File: src/hdl/ps2_mouse_packet_events_core_defines.svh
// ----------------------------------------------------------------------------
// ps2 mouse packet events: assertion macros
// shared concurrent check forms, clocked on clock and disabled in reset
// ----------------------------------------------------------------------------
`ifndef PS2_MOUSE_PACKET_EVENTS_CORE_DEFINES_SVH
`define PS2_MOUSE_PACKET_EVENTS_CORE_DEFINES_SVH

// same-cycle implication
`define PS2PE_ASSERT_IMPLY(name, ante, cons, msg) \
   name: assert property (@(posedge clock) disable iff (reset) (ante) |-> (cons)) \
      else $error(msg);

// next-cycle implication
`define PS2PE_ASSERT_NEXT(name, ante, cons, msg) \
   name: assert property (@(posedge clock) disable iff (reset) (ante) |=> (cons)) \
      else $error(msg);

`endif

File: src/hdl/ps2pe_pkg.sv
// ----------------------------------------------------------------------------
// ps2pe_pkg
// types and constants shared by the ps2 mouse packet event decoder
// ----------------------------------------------------------------------------
package ps2pe_pkg;

   localparam int unsigned QUEUE_DEPTH  = 2;
   localparam int unsigned AUX_DATA_BIT = 5;
   localparam logic [1:0]  FIRST_SLOT   = 2'd0;
   localparam logic [1:0]  LAST_SLOT    = 2'd2;

   typedef enum logic [1:0] {
      EV_MOVE    = 2'd0,
      EV_PRESS   = 2'd1,
      EV_RELEASE = 2'd2
   } event_kind_type;

   // one completed packet, as handed from front to back
   typedef struct packed {
      logic              move;
      logic [2:0]        change;
      logic [2:0]        held;
      logic signed [7:0] dx;
      logic signed [8:0] dy;
   } pkt_type;

   typedef struct packed {
      logic full;
      logic empty;
   } q_stat_type;

endpackage

File: src/hdl/ps2pe_front.sv
// ----------------------------------------------------------------------------
// ps2pe_front
// accepts bytes, assembles three-byte packets, classifies the events of each
// ----------------------------------------------------------------------------
module ps2pe_front (
   input  logic                clock,
   input  logic                reset,
   input  logic                req_valid,
   output logic                req_stall,
   input  logic [7:0]          req_status_byte,
   input  logic [7:0]          req_data_byte,
   input  logic                csr_write_enable,
   input  logic [0:0]          csr_write_data,
   input  ps2pe_pkg::q_stat_type q_stat,
   output logic                push,
   output ps2pe_pkg::pkt_type  push_data
);

   logic [7:0] bytes_ff [3];
   logic [7:0] bytes_in [3];
   logic [1:0] slot_ff, slot_in;
   logic [2:0] held_ff, held_in;
   logic       listen_ff, listen_in;

   logic       accept;
   logic       aux;
   logic [1:0] slot_eff;
   logic       complete;
   logic [7:0] b0, b1, b2;

   assign req_stall = q_stat.full;
   assign accept    = req_valid && !req_stall;
   assign aux       = req_status_byte[ps2pe_pkg::AUX_DATA_BIT];
   // slot three cannot occur, read it as the first slot
   assign slot_eff  = (slot_ff == 2'd3) ? ps2pe_pkg::FIRST_SLOT : slot_ff;
   assign complete  = accept && aux && listen_ff && (slot_eff == ps2pe_pkg::LAST_SLOT);

   assign b0 = bytes_ff[0];
   assign b1 = bytes_ff[1];
   assign b2 = req_data_byte;

   always_comb begin
      bytes_in  = bytes_ff;
      slot_in   = slot_ff;
      held_in   = held_ff;
      listen_in = csr_write_enable ? csr_write_data[0] : listen_ff;
      if (accept && aux) begin
         bytes_in[slot_eff] = req_data_byte;
         if (listen_ff) begin
            slot_in = (slot_eff == ps2pe_pkg::LAST_SLOT) ? ps2pe_pkg::FIRST_SLOT
                                                         : slot_eff + 2'd1;
         end
      end
      if (complete) begin
         held_in = b0[2:0];
      end
   end

   always_comb begin
      push_data.move   = (b1 != 8'd0) || (b2 != 8'd0);
      push_data.change = b0[2:0] ^ held_ff;
      push_data.held   = held_ff;
      push_data.dx     = $signed(b1);
      push_data.dy     = $signed(9'd0 - {b2[7], b2});
      // a quiet packet leaves nothing to report
      push = complete && (push_data.move || (push_data.change != 3'd0));
   end

   always_ff @(posedge clock) begin
      if (reset) begin
         bytes_ff[0] <= 8'd0;
         bytes_ff[1] <= 8'd0;
         bytes_ff[2] <= 8'd0;
         slot_ff     <= ps2pe_pkg::FIRST_SLOT;
         held_ff     <= 3'd0;
         listen_ff   <= 1'b1;
      end else begin
         bytes_ff  <= bytes_in;
         slot_ff   <= slot_in;
         held_ff   <= held_in;
         listen_ff <= listen_in;
      end
   end

endmodule

File: src/hdl/ps2pe_queue.sv
// ----------------------------------------------------------------------------
// ps2pe_queue
// small packet queue between the front and back parts
// ----------------------------------------------------------------------------
`include "ps2_mouse_packet_events_core_defines.svh"

module ps2pe_queue #(
   parameter int unsigned DEPTH = ps2pe_pkg::QUEUE_DEPTH
) (
   input  logic                   clock,
   input  logic                   reset,
   input  logic                   push,
   input  ps2pe_pkg::pkt_type     push_data,
   input  logic                   pop,
   output ps2pe_pkg::pkt_type     pop_data,
   output ps2pe_pkg::q_stat_type  stat
);

   localparam int unsigned PTR_W = $clog2(DEPTH);
   localparam int unsigned CNT_W = $clog2(DEPTH + 1);
   localparam logic [PTR_W-1:0] PTR_LAST = PTR_W'(DEPTH - 1);
   localparam logic [CNT_W-1:0] CNT_FULL = CNT_W'(DEPTH);

   ps2pe_pkg::pkt_type mem [DEPTH];

   logic [PTR_W-1:0] wr_ptr_ff, wr_ptr_in;
   logic [PTR_W-1:0] rd_ptr_ff, rd_ptr_in;
   logic [CNT_W-1:0] count_ff, count_in;

   assign stat.full  = (count_ff == CNT_FULL);
   assign stat.empty = (count_ff == CNT_W'(0));
   assign pop_data   = mem[rd_ptr_ff];

   always_comb begin
      wr_ptr_in = wr_ptr_ff;
      rd_ptr_in = rd_ptr_ff;
      count_in  = count_ff;
      if (push) begin
         wr_ptr_in = (wr_ptr_ff == PTR_LAST) ? PTR_W'(0) : wr_ptr_ff + PTR_W'(1);
      end
      if (pop) begin
         rd_ptr_in = (rd_ptr_ff == PTR_LAST) ? PTR_W'(0) : rd_ptr_ff + PTR_W'(1);
      end
      priority if (push && !pop) begin
         count_in = count_ff + CNT_W'(1);
      end else if (pop && !push) begin
         count_in = count_ff - CNT_W'(1);
      end
   end

   always_ff @(posedge clock) begin
      if (push) begin
         mem[wr_ptr_ff] <= push_data;
      end
   end

   always_ff @(posedge clock) begin
      if (reset) begin
         wr_ptr_ff <= PTR_W'(0);
         rd_ptr_ff <= PTR_W'(0);
         count_ff  <= CNT_W'(0);
      end else begin
         wr_ptr_ff <= wr_ptr_in;
         rd_ptr_ff <= rd_ptr_in;
         count_ff  <= count_in;
      end
   end

   `PS2PE_ASSERT_IMPLY(a_no_overflow, push, !stat.full, "packet pushed into full queue")
   `PS2PE_ASSERT_IMPLY(a_no_underflow, pop, !stat.empty, "packet popped from empty queue")
   `PS2PE_ASSERT_NEXT(a_push_lands, push && !pop, !stat.empty, "pushed packet not held")

endmodule

File: src/hdl/ps2pe_back.sv
// ----------------------------------------------------------------------------
// ps2pe_back
// turns each packet into move and button events, one per cycle unless stalled
// ----------------------------------------------------------------------------
module ps2pe_back (
   input  logic                  clock,
   input  logic                  reset,
   input  ps2pe_pkg::q_stat_type q_stat,
   input  ps2pe_pkg::pkt_type    pop_data,
   output logic                  pop,
   output logic                  rsp_valid,
   input  logic                  rsp_stall,
   output logic [1:0]            rsp_event_kind,
   output logic signed [7:0]     rsp_delta_x,
   output logic signed [8:0]     rsp_delta_y,
   output logic [1:0]            rsp_button_number,
   output logic                  rsp_last_event
);

   // pending events: bit 0 move, bits 1 to 3 buttons 1 to 3
   logic [3:0]        pend_ff, pend_in;
   logic signed [7:0] wdx_ff, wdx_in;
   logic signed [8:0] wdy_ff, wdy_in;
   logic [2:0]        wheld_ff, wheld_in;

   logic                      valid_ff, valid_in;
   ps2pe_pkg::event_kind_type kind_ff, kind_in;
   logic signed [7:0]         dx_ff, dx_in;
   logic signed [8:0]         dy_ff, dy_in;
   logic [1:0]                btn_ff, btn_in;
   logic                      last_ff, last_in;

   logic       out_free;
   logic       have_work;
   logic [3:0] sel;
   logic [3:0] rest;

   assign out_free  = !valid_ff || !rsp_stall;
   assign have_work = (pend_ff != 4'd0);
   assign rest      = pend_ff & ~sel;

   always_comb begin
      sel = 4'd0;
      priority if (pend_ff[0]) begin
         sel = 4'b0001;
      end else if (pend_ff[1]) begin
         sel = 4'b0010;
      end else if (pend_ff[2]) begin
         sel = 4'b0100;
      end else if (pend_ff[3]) begin
         sel = 4'b1000;
      end
   end

   always_comb begin
      pend_in  = pend_ff;
      wdx_in   = wdx_ff;
      wdy_in   = wdy_ff;
      wheld_in = wheld_ff;
      valid_in = valid_ff;
      kind_in  = kind_ff;
      dx_in    = dx_ff;
      dy_in    = dy_ff;
      btn_in   = btn_ff;
      last_in  = last_ff;

      if (out_free) begin
         valid_in = have_work;
         if (have_work) begin
            pend_in = rest;
            last_in = (rest == 4'd0);
            priority if (sel[0]) begin
               kind_in = ps2pe_pkg::EV_MOVE;
               dx_in   = wdx_ff;
               dy_in   = wdy_ff;
               btn_in  = 2'd0;
            end else if (sel[1]) begin
               kind_in = wheld_ff[0] ? ps2pe_pkg::EV_RELEASE : ps2pe_pkg::EV_PRESS;
               dx_in   = 8'sd0;
               dy_in   = 9'sd0;
               btn_in  = 2'd1;
            end else if (sel[2]) begin
               kind_in = wheld_ff[1] ? ps2pe_pkg::EV_RELEASE : ps2pe_pkg::EV_PRESS;
               dx_in   = 8'sd0;
               dy_in   = 9'sd0;
               btn_in  = 2'd2;
            end else begin
               kind_in = wheld_ff[2] ? ps2pe_pkg::EV_RELEASE : ps2pe_pkg::EV_PRESS;
               dx_in   = 8'sd0;
               dy_in   = 9'sd0;
               btn_in  = 2'd3;
            end
         end
      end

      // refill as the last pending event goes out, so packets run back to back
      pop = !q_stat.empty && (!have_work || (out_free && (rest == 4'd0)));
      if (pop) begin
         pend_in  = {pop_data.change, pop_data.move};
         wdx_in   = pop_data.dx;
         wdy_in   = pop_data.dy;
         wheld_in = pop_data.held;
      end
   end

   always_ff @(posedge clock) begin
      if (reset) begin
         pend_ff  <= 4'd0;
         valid_ff <= 1'b0;
      end else begin
         pend_ff  <= pend_in;
         valid_ff <= valid_in;
      end
   end

   always_ff @(posedge clock) begin
      wdx_ff   <= wdx_in;
      wdy_ff   <= wdy_in;
      wheld_ff <= wheld_in;
      kind_ff  <= kind_in;
      dx_ff    <= dx_in;
      dy_ff    <= dy_in;
      btn_ff   <= btn_in;
      last_ff  <= last_in;
   end

   assign rsp_valid         = valid_ff;
   assign rsp_event_kind    = kind_ff;
   assign rsp_delta_x       = dx_ff;
   assign rsp_delta_y       = dy_ff;
   assign rsp_button_number = btn_ff;
   assign rsp_last_event    = last_ff;

endmodule

File: src/hdl/ps2_mouse_packet_events_core.sv
// The block takes one request (status byte, data byte) per cycle unless stalled
// and turns each completed three-byte mouse packet into up to four events: a
// move, then button press or release events for buttons 1 to 3, the last one
// flagged. Requests whose status bit 5 is clear are taken and ignored. A
// packet's events leave one per cycle from the output register while rsp_stall
// is low; completed packets wait in a queue of QUEUE_DEPTH entries, and
// req_stall is high only while that queue is full. Writing csr_write_data to
// 0 stops the packet slot from advancing; after reset the listener is attached.
// ----------------------------------------------------------------------------
// ps2_mouse_packet_events_core
// ps2 mouse three-byte packet decoder with event output
// ----------------------------------------------------------------------------
module ps2_mouse_packet_events_core #(
   parameter int unsigned QUEUE_DEPTH = ps2pe_pkg::QUEUE_DEPTH
) (
   input  logic              clock,
   input  logic              reset,
   input  logic              req_valid,
   output logic              req_stall,
   input  logic [7:0]        req_status_byte,
   input  logic [7:0]        req_data_byte,
   output logic              rsp_valid,
   input  logic              rsp_stall,
   output logic [1:0]        rsp_event_kind,
   output logic signed [7:0] rsp_delta_x,
   output logic signed [8:0] rsp_delta_y,
   output logic [1:0]        rsp_button_number,
   output logic              rsp_last_event,
   input  logic              csr_write_enable,
   input  logic [0:0]        csr_write_data
);

   ps2pe_pkg::q_stat_type q_stat;
   ps2pe_pkg::pkt_type    push_data;
   ps2pe_pkg::pkt_type    pop_data;
   logic                  push;
   logic                  pop;

   ps2pe_front u_front (
      .clock            (clock),
      .reset            (reset),
      .req_valid        (req_valid),
      .req_stall        (req_stall),
      .req_status_byte  (req_status_byte),
      .req_data_byte    (req_data_byte),
      .csr_write_enable (csr_write_enable),
      .csr_write_data   (csr_write_data),
      .q_stat           (q_stat),
      .push             (push),
      .push_data        (push_data)
   );

   ps2pe_queue #(
      .DEPTH (QUEUE_DEPTH)
   ) u_queue (
      .clock     (clock),
      .reset     (reset),
      .push      (push),
      .push_data (push_data),
      .pop       (pop),
      .pop_data  (pop_data),
      .stat      (q_stat)
   );

   ps2pe_back u_back (
      .clock             (clock),
      .reset             (reset),
      .q_stat            (q_stat),
      .pop_data          (pop_data),
      .pop               (pop),
      .rsp_valid         (rsp_valid),
      .rsp_stall         (rsp_stall),
      .rsp_event_kind    (rsp_event_kind),
      .rsp_delta_x       (rsp_delta_x),
      .rsp_delta_y       (rsp_delta_y),
      .rsp_button_number (rsp_button_number),
      .rsp_last_event    (rsp_last_event)
   );

endmodule

File: config.mk
export PLATFORM = sky130hd
export DESIGN_NAME = ps2_mouse_packet_events_core
export DESIGN_NICKNAME = d
export VERILOG_FILES = /design/src/hdl/ps2pe_pkg.sv /design/src/hdl/ps2pe_front.sv /design/src/hdl/ps2pe_queue.sv /design/src/hdl/ps2pe_back.sv /design/src/hdl/ps2_mouse_packet_events_core.sv
export VERILOG_INCLUDE_DIRS = /design/src /design/src/hdl
export SDC_FILE = /design/constraint.sdc
export NUM_CORES = 1
export LEC_CHECK = 0
export ABC_AREA = 1
export BUFFER_PORTS_ARGS = -buffer_cell sky130_fd_sc_hd__buf_2
export CAP_MARGIN = 20
export CORE_MARGIN = 10
export CORE_UTILIZATION = 40
export CTS_CLUSTER_DIAMETER = 80
export DETAILED_ROUTE_END_ITERATION = 10
export GPL_ROUTABILITY_DRIVEN = 0
export SLEW_MARGIN = 20
export SYNTH_ARGS = -nofsm -noshare
export SYNTH_HDL_FRONTEND = slang
export SYNTH_SLANG_ARGS = --single-unit
export TNS_END_PERCENT = 30
File: constraint.sdc
create_clock -name clock -period 3.7 [get_ports clock]
set_clock_uncertainty 0.2 [all_clocks]
set_input_delay 0.37 -clock clock [delete_from_list [all_inputs] [get_ports clock]]
set_output_delay 0.37 -clock clock [all_outputs]
set_load 0.005 [all_outputs]
**Word level (Yosys, flattened, before mapping)**

Memories as Yosys holds them, arrays and structs flattened. A register that Yosys moved wholly into a read port is not among the register bits.
Index checks and enable logic that the tools add are counted.

- Bitwise gates (word level): 4
- Magnitude comparators: 2
- Eq/ne operators: 3
- Mux-type cells: 27
- Add/sub/neg operators: 6
- Reduce and logical (&&, ||, !) cells: 34

Operators with widths:

| kind | count |
|---|---|
| 4-bit two-way mux | 7 |
| 24-bit bitwise mux | 1 |
| 2-bit two-way mux | 9 |
| 8-bit demux with 2-bit select | 1 |
| 8-bit nonzero test | 2 |
| 1-bit logical AND | 10 |
| 1-bit by 8-bit subtractor with 9-bit output (first input constant) | 1 |
| 1-bit two-way mux | 8 |
| 8-bit two-way mux | 1 |
| 1-bit zero test | 7 |
| 2-bit equality test (second input constant) | 3 |
| 2-bit AND reduction | 3 |
| 2-bit nonzero test | 3 |
| 2-bit by 1-bit adder with 2-bit output (second input constant) | 2 |
| 4-bit bitwise AND | 1 |
| 4-bit zero test | 1 |
| 1-bit logical OR | 4 |
| 4-bit inverter | 1 |
| 4-bit nonzero test | 1 |
| 3-bit greater-or-equal comparator (second input constant) | 1 |
| 3-bit by 1-bit < comparator with 1-bit output (second input constant) | 1 |
| 2-bit inverter with 3-bit output | 1 |
| 3-bit nonzero test | 1 |
| 3-bit XOR | 1 |
| 4 further kinds | 5 |

- Register bits after elaboration: 81
- Logic and storage cells: 97
- Memories kept: 1
- RAM bits: 48
- Bits of input ports: 22

Memory list:

| memory | words | bits a word | read ports | clocked after Yosys merged registers in | write ports | RTL line | source |
|---|---|---|---|---|---|---|---|
| u_queue.mem | 2 | 24 | 1 | 1 | 1 | ps2pe_queue.sv:24 | `ps2pe_pkg::pkt_type mem [DEPTH];` |

**Logic depth before layout (Yosys ltp)**

- Depth in word-level cells: 13
- Gate-level depth with buffers: 12

**Modules after synthesis**

Synthesis repeated with hierarchy kept, for this count alone.

- Cell total of the unflattened synthesis: 394
- Area total of the unflattened synthesis: 4799.6 um^2

Modules (own cells, without submodules):

| module | cells an instance | times used | area each (um^2) |
|---|---|---|---|
| ps2pe_queue | 108 | 1 | 2064.5 |
| ps2pe_back | 134 | 1 | 1747.9 |
| ps2pe_front | 152 | 1 | 987.2 |

**Worst setup path after synthesis**

No wires, ideal clock.

- Path kind: input-to-reg
- Start point: input port req_data_byte[0]
- End point: memory u_queue.mem[0][0] in the netlist's numbering, enable pin
- Data arrival time: 2558 ps
- Setup slack: 506 ps
- Buffers on the path: 0
- Required time: 3065 ps
- Stages on the path: 7
- Cell sequence: inv_1 ha_1 nand3_1 nor2_1 nand2_1 nor2_1 nor3_1

- Word-level cells in the longest chain between the ends: 6

Ends and longest elaborated chain:

| element | RTL line | source |
|---|---|---|
| start: declaration | ps2_mouse_packet_events_core.sv:21 | `input logic [7:0] req_data_byte,` |
| 8-bit nonzero test | ps2pe_front.sv:60 | `push_data.move = (b1 != 8'd0) \|\| (b2 != 8'd0);` |
| 1-bit logical OR | ps2pe_front.sv:60 |  |
| 1-bit logical OR | ps2pe_front.sv:66 | `push = complete && (push_data.move \|\| (push_data.change != 3'd0));` |
| 1-bit logical AND | ps2pe_front.sv:66 |  |
| 1-bit two-way mux | ps2pe_queue.sv:52 | `if (push) begin` |
| 1-bit two-way mux (not written as such) | ps2pe_queue.sv:53 | `mem[wr_ptr_ff] <= push_data;` |
| end: declaration | ps2pe_queue.sv:24 |  |

No other way between the ends.

**Final worst setup path**

- Start point: register u_back.pend_ff[0]
- End point: register u_queue.count_ff[1]

- Word-level cells in the longest chain between the ends: 10
- Elaborated cells on any way between the ends: 14

Ends and longest elaborated chain:

| element | RTL line | source |
|---|---|---|
| start: declaration | ps2pe_back.sv:21 | `logic [3:0] pend_ff, pend_in;` |
| start signal: assignment | ps2pe_back.sv:111 | `pend_ff <= pend_in;` |
| 4-bit two-way mux | ps2pe_back.sv:44 | `priority if (pend_ff[0]) begin` |
| 4-bit inverter | ps2pe_back.sv:40 | `assign rest = pend_ff & ~sel;` |
| 4-bit bitwise AND | ps2pe_back.sv:40 |  |
| 4-bit zero test | ps2pe_back.sv:97 | `pop = !q_stat.empty && (!have_work \|\| (out_free && (rest == 4'd0)));` |
| 1-bit logical AND | ps2pe_back.sv:97 |  |
| 1-bit logical OR (*) | ps2pe_back.sv:97 |  |
| 1-bit logical AND (*) | ps2pe_back.sv:97 |  |
| 1-bit zero test | ps2pe_queue.sv:44 | `priority if (push && !pop) begin` |
| 1-bit logical AND | ps2pe_queue.sv:44 |  |
| 2-bit two-way mux or 2-bit nonzero test (tied branches) | - |  |
| end signal: assignment | ps2pe_queue.sv:65 | `count_ff <= count_in;` |
| end: declaration | ps2pe_queue.sv:28 | `logic [CNT_W-1:0] count_ff, count_in;` |

Mark *: on every way between the ends. The rest lies on a longest branch, timed or not.
A chain may end at the register's enable or synchronous reset.

==> impl_metrics.tcl <==
set metrics [dict create \
    global_route.usage.total_pct 10.4 \
    netSwitchingFraction_pct 26.8 \
    fmax_mhz 407 \
    critical_path.max_fanout 26 \
    max_stage_delay_ns 0.33 \
    tritoncts "yes" \
    finalHoldWorstSlack_ns 0.0688 \
    postSynthCellCount 374 \
    antenna_cells 0 \
    pwr-share-comb_pct 17.9 \
    power_leakage_uw 0.00227 \
    ir_drop_mv 0.462 \
    internal-power_uw 3230 \
    drt_iter0_markers 163 \
    post_detailed_placement_half_perimeter_wirelength_um 5290 \
    die_area_sq_um 16300 \
    syn-num-nets 400 \
    initial_antenna_violation_count 0 \
    max-slew-margin-rel_pct 39.7 \
    worstHoldPathType "in -> reg" \
    synth_top_cell_by_area "sky130_fd_sc_hd__edfxtp_1" \
    syn-mean-instance-area_sq_um 12.4 \
    clock-root-buffer "sky130_fd_sc_hd__clkbuf_16" \
    yosysTopAreaCellShare_pct 58.5 \
    core_area_sq_um 11400 \
    cts_made_buffers 17 \
    postLayoutCellArea_sq_um 5610 \
    number_of_global_route_vias_before_repair 2749 \
    yosys.cell_count.top_type "sky130_fd_sc_hd__edfxtp_1" \
    die_height_um 127 \
    clock_sinks 117 \
    globalRoute.totalOverflow 0 \
    yosys_most_used_dff "sky130_fd_sc_hd__edfxtp_1" \
    io_pins 46 \
    pwr_density_cell_nw_per_um2 787 \
    final-seq-area_sq_um 3240 \
    wl_per_cell_um 13.7 \
    run_status "complete, no violations" \
    detailed_place.area_sq_um 4980 \
    net-switching-power_uw 1180 \
    finish.utilization_pct 49.3 \
    setup.worst_path.class "reg -> reg" \
    dp.cells 549 \
    postRouteWirelength_um 7960 \
    finish.cell_count_without_fillers 583 \
    synth-edff-count 90 \
    startpoint_type "register" \
    critical_path.cell_chain "buf_4 -> nor2_4 -> nand2_2 -> nor2_4 -> o21ai_2 -> nand2_4 -> inv_2 -> ha_1 -> a21oi_1 -> o21ai_0 -> o21ai_0 -> a21oi_1" \
    report.final.slew_viol_count 0 \
    final_net_count 453 \
    floorplan.initialDensity_pct 40.7 \
    grt_pass1_wl_um 13300 \
    die_x_um 127 \
    clk-insertion-delay-late_ns 0.41 \
    clk_path_buf_depth 2 \
    report.final.setup_viol 0 \
    clk_pin_slew_ns 0.05 \
    async_reset_ff_share_pct 0 \
    cp_num_buf_inv 2 \
    grt_max_degree 27 \
    cp-end-kind "register" \
    final.period_utilization_pct 66.3 \
    synth_cell_types 31 \
    yosysWarnings 0 \
    area.growth.synth_to_final_pct 21.4 \
    antenna_violating_nets_post_route 0 \
    n_fill_cell 1026 \
    postSynthRegisterBits 117 \
    synthesized_area_sq_um 4620 \
    setup-tns-final_ns 0 \
    max_stage_delay_cell_worst_path "sky130_fd_sc_hd__ha_1" \
    port_buffers 38 \
    viasPerCell 4.66 \
    multi_input_area_sq_um 1120 \
    drc 0 \
    drt_pre_antenna_iters 4 \
    cp.arrival_ns 2.55 \
    power.clock.fraction_pct 38.0 \
    detailroute.via_count 2714 \
    required_ns 3.79 \
    yosysSeqAreaShare_pct 70.2 \
    finalHoldViolCount 0 \
    synth_top_cells_by_area "sky130_fd_sc_hd__edfxtp_1 58%, sky130_fd_sc_hd__dfxtp_1 12%, sky130_fd_sc_hd__mux2_2 5.8%, sky130_fd_sc_hd__inv_1 4.5%, sky130_fd_sc_hd__nand2_1 4.4%" \
    layout_min_cycle_time_ns 2.45 \
    fp-row-count 39 \
    ctsHtreeMaxLevel 4 \
    synth.top_cells.by_count "90 x sky130_fd_sc_hd__edfxtp_1, 55 x sky130_fd_sc_hd__inv_1, 54 x sky130_fd_sc_hd__nand2_1" \
    worst_pin_slew_ns 0.904 \
    power.share.sequential_pct 44.2 \
    rsz_0062_raised_after_global_routing "false" \
    drive_gt1_share_pct 25.2 \
    maxCapViolCount 0 \
    worst_path_dominant_cell_family "simple AND/OR/NAND/NOR gates" \
]
==> tightest hold or removal path: cells and delay by family <==
family	cells	cell delay, ns
buffers and inverters	1	0.11
and+or+nand+nor	1	0.09
AOI/OAI and AO/OA	1	0.06
==> kinds of logic after synthesis <==
| family | Yosys count | share of synthesized area [%] |
|---|---|---|
| flops | 117 | 70.2 |
| compound gates | 39 | 4.33 |
| xor+xnor | 9 | 1.71 |
| simple gates | 114 | 11.2 |
| mux | 24 | 5.85 |
| buf+inv | 67 | 5.66 |
| fa+ha+maj | 4 | 1.08 |
==> cell usage in the layout (no fill, tap or decap) <==
cell,n
sky130_fd_sc_hd__clkinv_1,1
sky130_fd_sc_hd__nand3_1,19
sky130_fd_sc_hd__nand2_1,54
sky130_fd_sc_hd__inv_2,3
sky130_fd_sc_hd__clkinvlp_4,5
sky130_fd_sc_hd__nor3_1,1
sky130_fd_sc_hd__nor3_2,2
sky130_fd_sc_hd__nand2_4,1
sky130_fd_sc_hd__o21ai_2,1
sky130_fd_sc_hd__nand2_2,3
sky130_fd_sc_hd__nor2_4,3
sky130_fd_sc_hd__clkbuf_1,1
sky130_fd_sc_hd__a31oi_1,1
sky130_fd_sc_hd__clkinv_4,1
sky130_fd_sc_hd__o21ai_1,1
sky130_fd_sc_hd__and3_1,1
sky130_fd_sc_hd__nand3b_1,1
sky130_fd_sc_hd__nor2_2,1
sky130_fd_sc_hd__nor2_1,25
sky130_fd_sc_hd__clkinv_2,3
sky130_fd_sc_hd__nand4_1,1
sky130_fd_sc_hd__ha_1,4
sky130_fd_sc_hd__xnor2_1,4
sky130_fd_sc_hd__a21oi_1,22
sky130_fd_sc_hd__inv_1,55
sky130_fd_sc_hd__bufinv_16,4
sky130_fd_sc_hd__edfxtp_1,90
sky130_fd_sc_hd__buf_4,3
sky130_fd_sc_hd__buf_2,38
sky130_fd_sc_hd__dfxtp_2,1
sky130_fd_sc_hd__nand3_2,1
sky130_fd_sc_hd__mux2_2,24
sky130_fd_sc_hd__clkbuf_16,17
sky130_fd_sc_hd__dfxtp_1,26
sky130_fd_sc_hd__xor2_1,5
sky130_fd_sc_hd__dlygate4sd3_1,2
sky130_fd_sc_hd__o21ai_0,14
sky130_fd_sc_hd__and2_1,1
==> area by class of cell <==
type                            instances  share of cell area [%]
Clock inverter                         14                    3.30
Sequential cell                       117                    57.8
Inverter                               58                    3.88
Clock buffer                           18                    7.65
Timing Repair Buffer                   43                    4.15
Tap cell                              143                    3.19
Multi-Input combinational cell        190                    20.0
==> stage by stage <==
stage          total power (uW)  setup WS (ns)
2_1_floorplan              2490          0.506
5_1_grt                    4650           1.04
3_5_place_dp               2800           1.15
3_3_place_gp               2760           1.17
4_1_cts                    4500           1.19
6_report                   4420           1.25
==> worst paths after layout <==
check	slack, ns	end	from	cells after the start
max	1.25	u_queue.count_ff[1]$_SDFFE_PP0P_	u_back.pend_ff[0]$_SDFFE_PP0P_	12
min	0.07	u_front.b1[3]$_SDFFE_PP0P_	req_data_byte[3]	3
max reg2reg	1.25	u_queue.count_ff[1]$_SDFFE_PP0P_	u_back.pend_ff[0]$_SDFFE_PP0P_	12
min reg2reg	0.29	u_front.b0[1]$_SDFFE_PP0P_	u_front.b0[1]$_SDFFE_PP0P_	2
==> power groups by stage <==
stage	Combinational [uW]	Sequential (uW)	Clock (uW)
6_report	788	1950	1680
5_1_grt	900	1990	1770
4_1_cts	826	1960	1710
3_5_place_dp	819	1980	0
3_3_place_gp	783	1970	0
2_1_floorplan	544	1950	0
==> registers in the layout (all words and copies together) (netlist names), 2 cells and up, named ones only <==
name / count
u_back.wheld_ff: 3
u_back.wdy_ff: 9
u_back.pend_ff: 4
u_front.slot_ff: 2
u_back.rsp_button_number: 2
u_back.rsp_delta_y: 9
u_back.wdx_ff: 8
u_back.rsp_event_kind: 2
u_front.b1: 8
u_front.b0: 3
u_queue.mem: 48
u_front.held_ff: 3
u_queue.count_ff: 2
u_back.rsp_delta_x: 8
==> per-layer routing <==
layer	part of all wire (%)	routed length [um]	track usage, %	vias to the layer above
li1	-	-	-	1375
met1	44	3510	12.0	1271
met2	49	3880	16.4	54
met3	5.5	441	3.39	14
met4	1.6	131	6.70	0
met5	0	0	0	-
==> timing repair <==
action,in CTS,in global routing
gates resized for setup,0,0
endpoints found under the hold margin,1,0
setup buffers,0,0
hold buffers,2,0
Note: power is estimated with default switching activity, not from simulation.
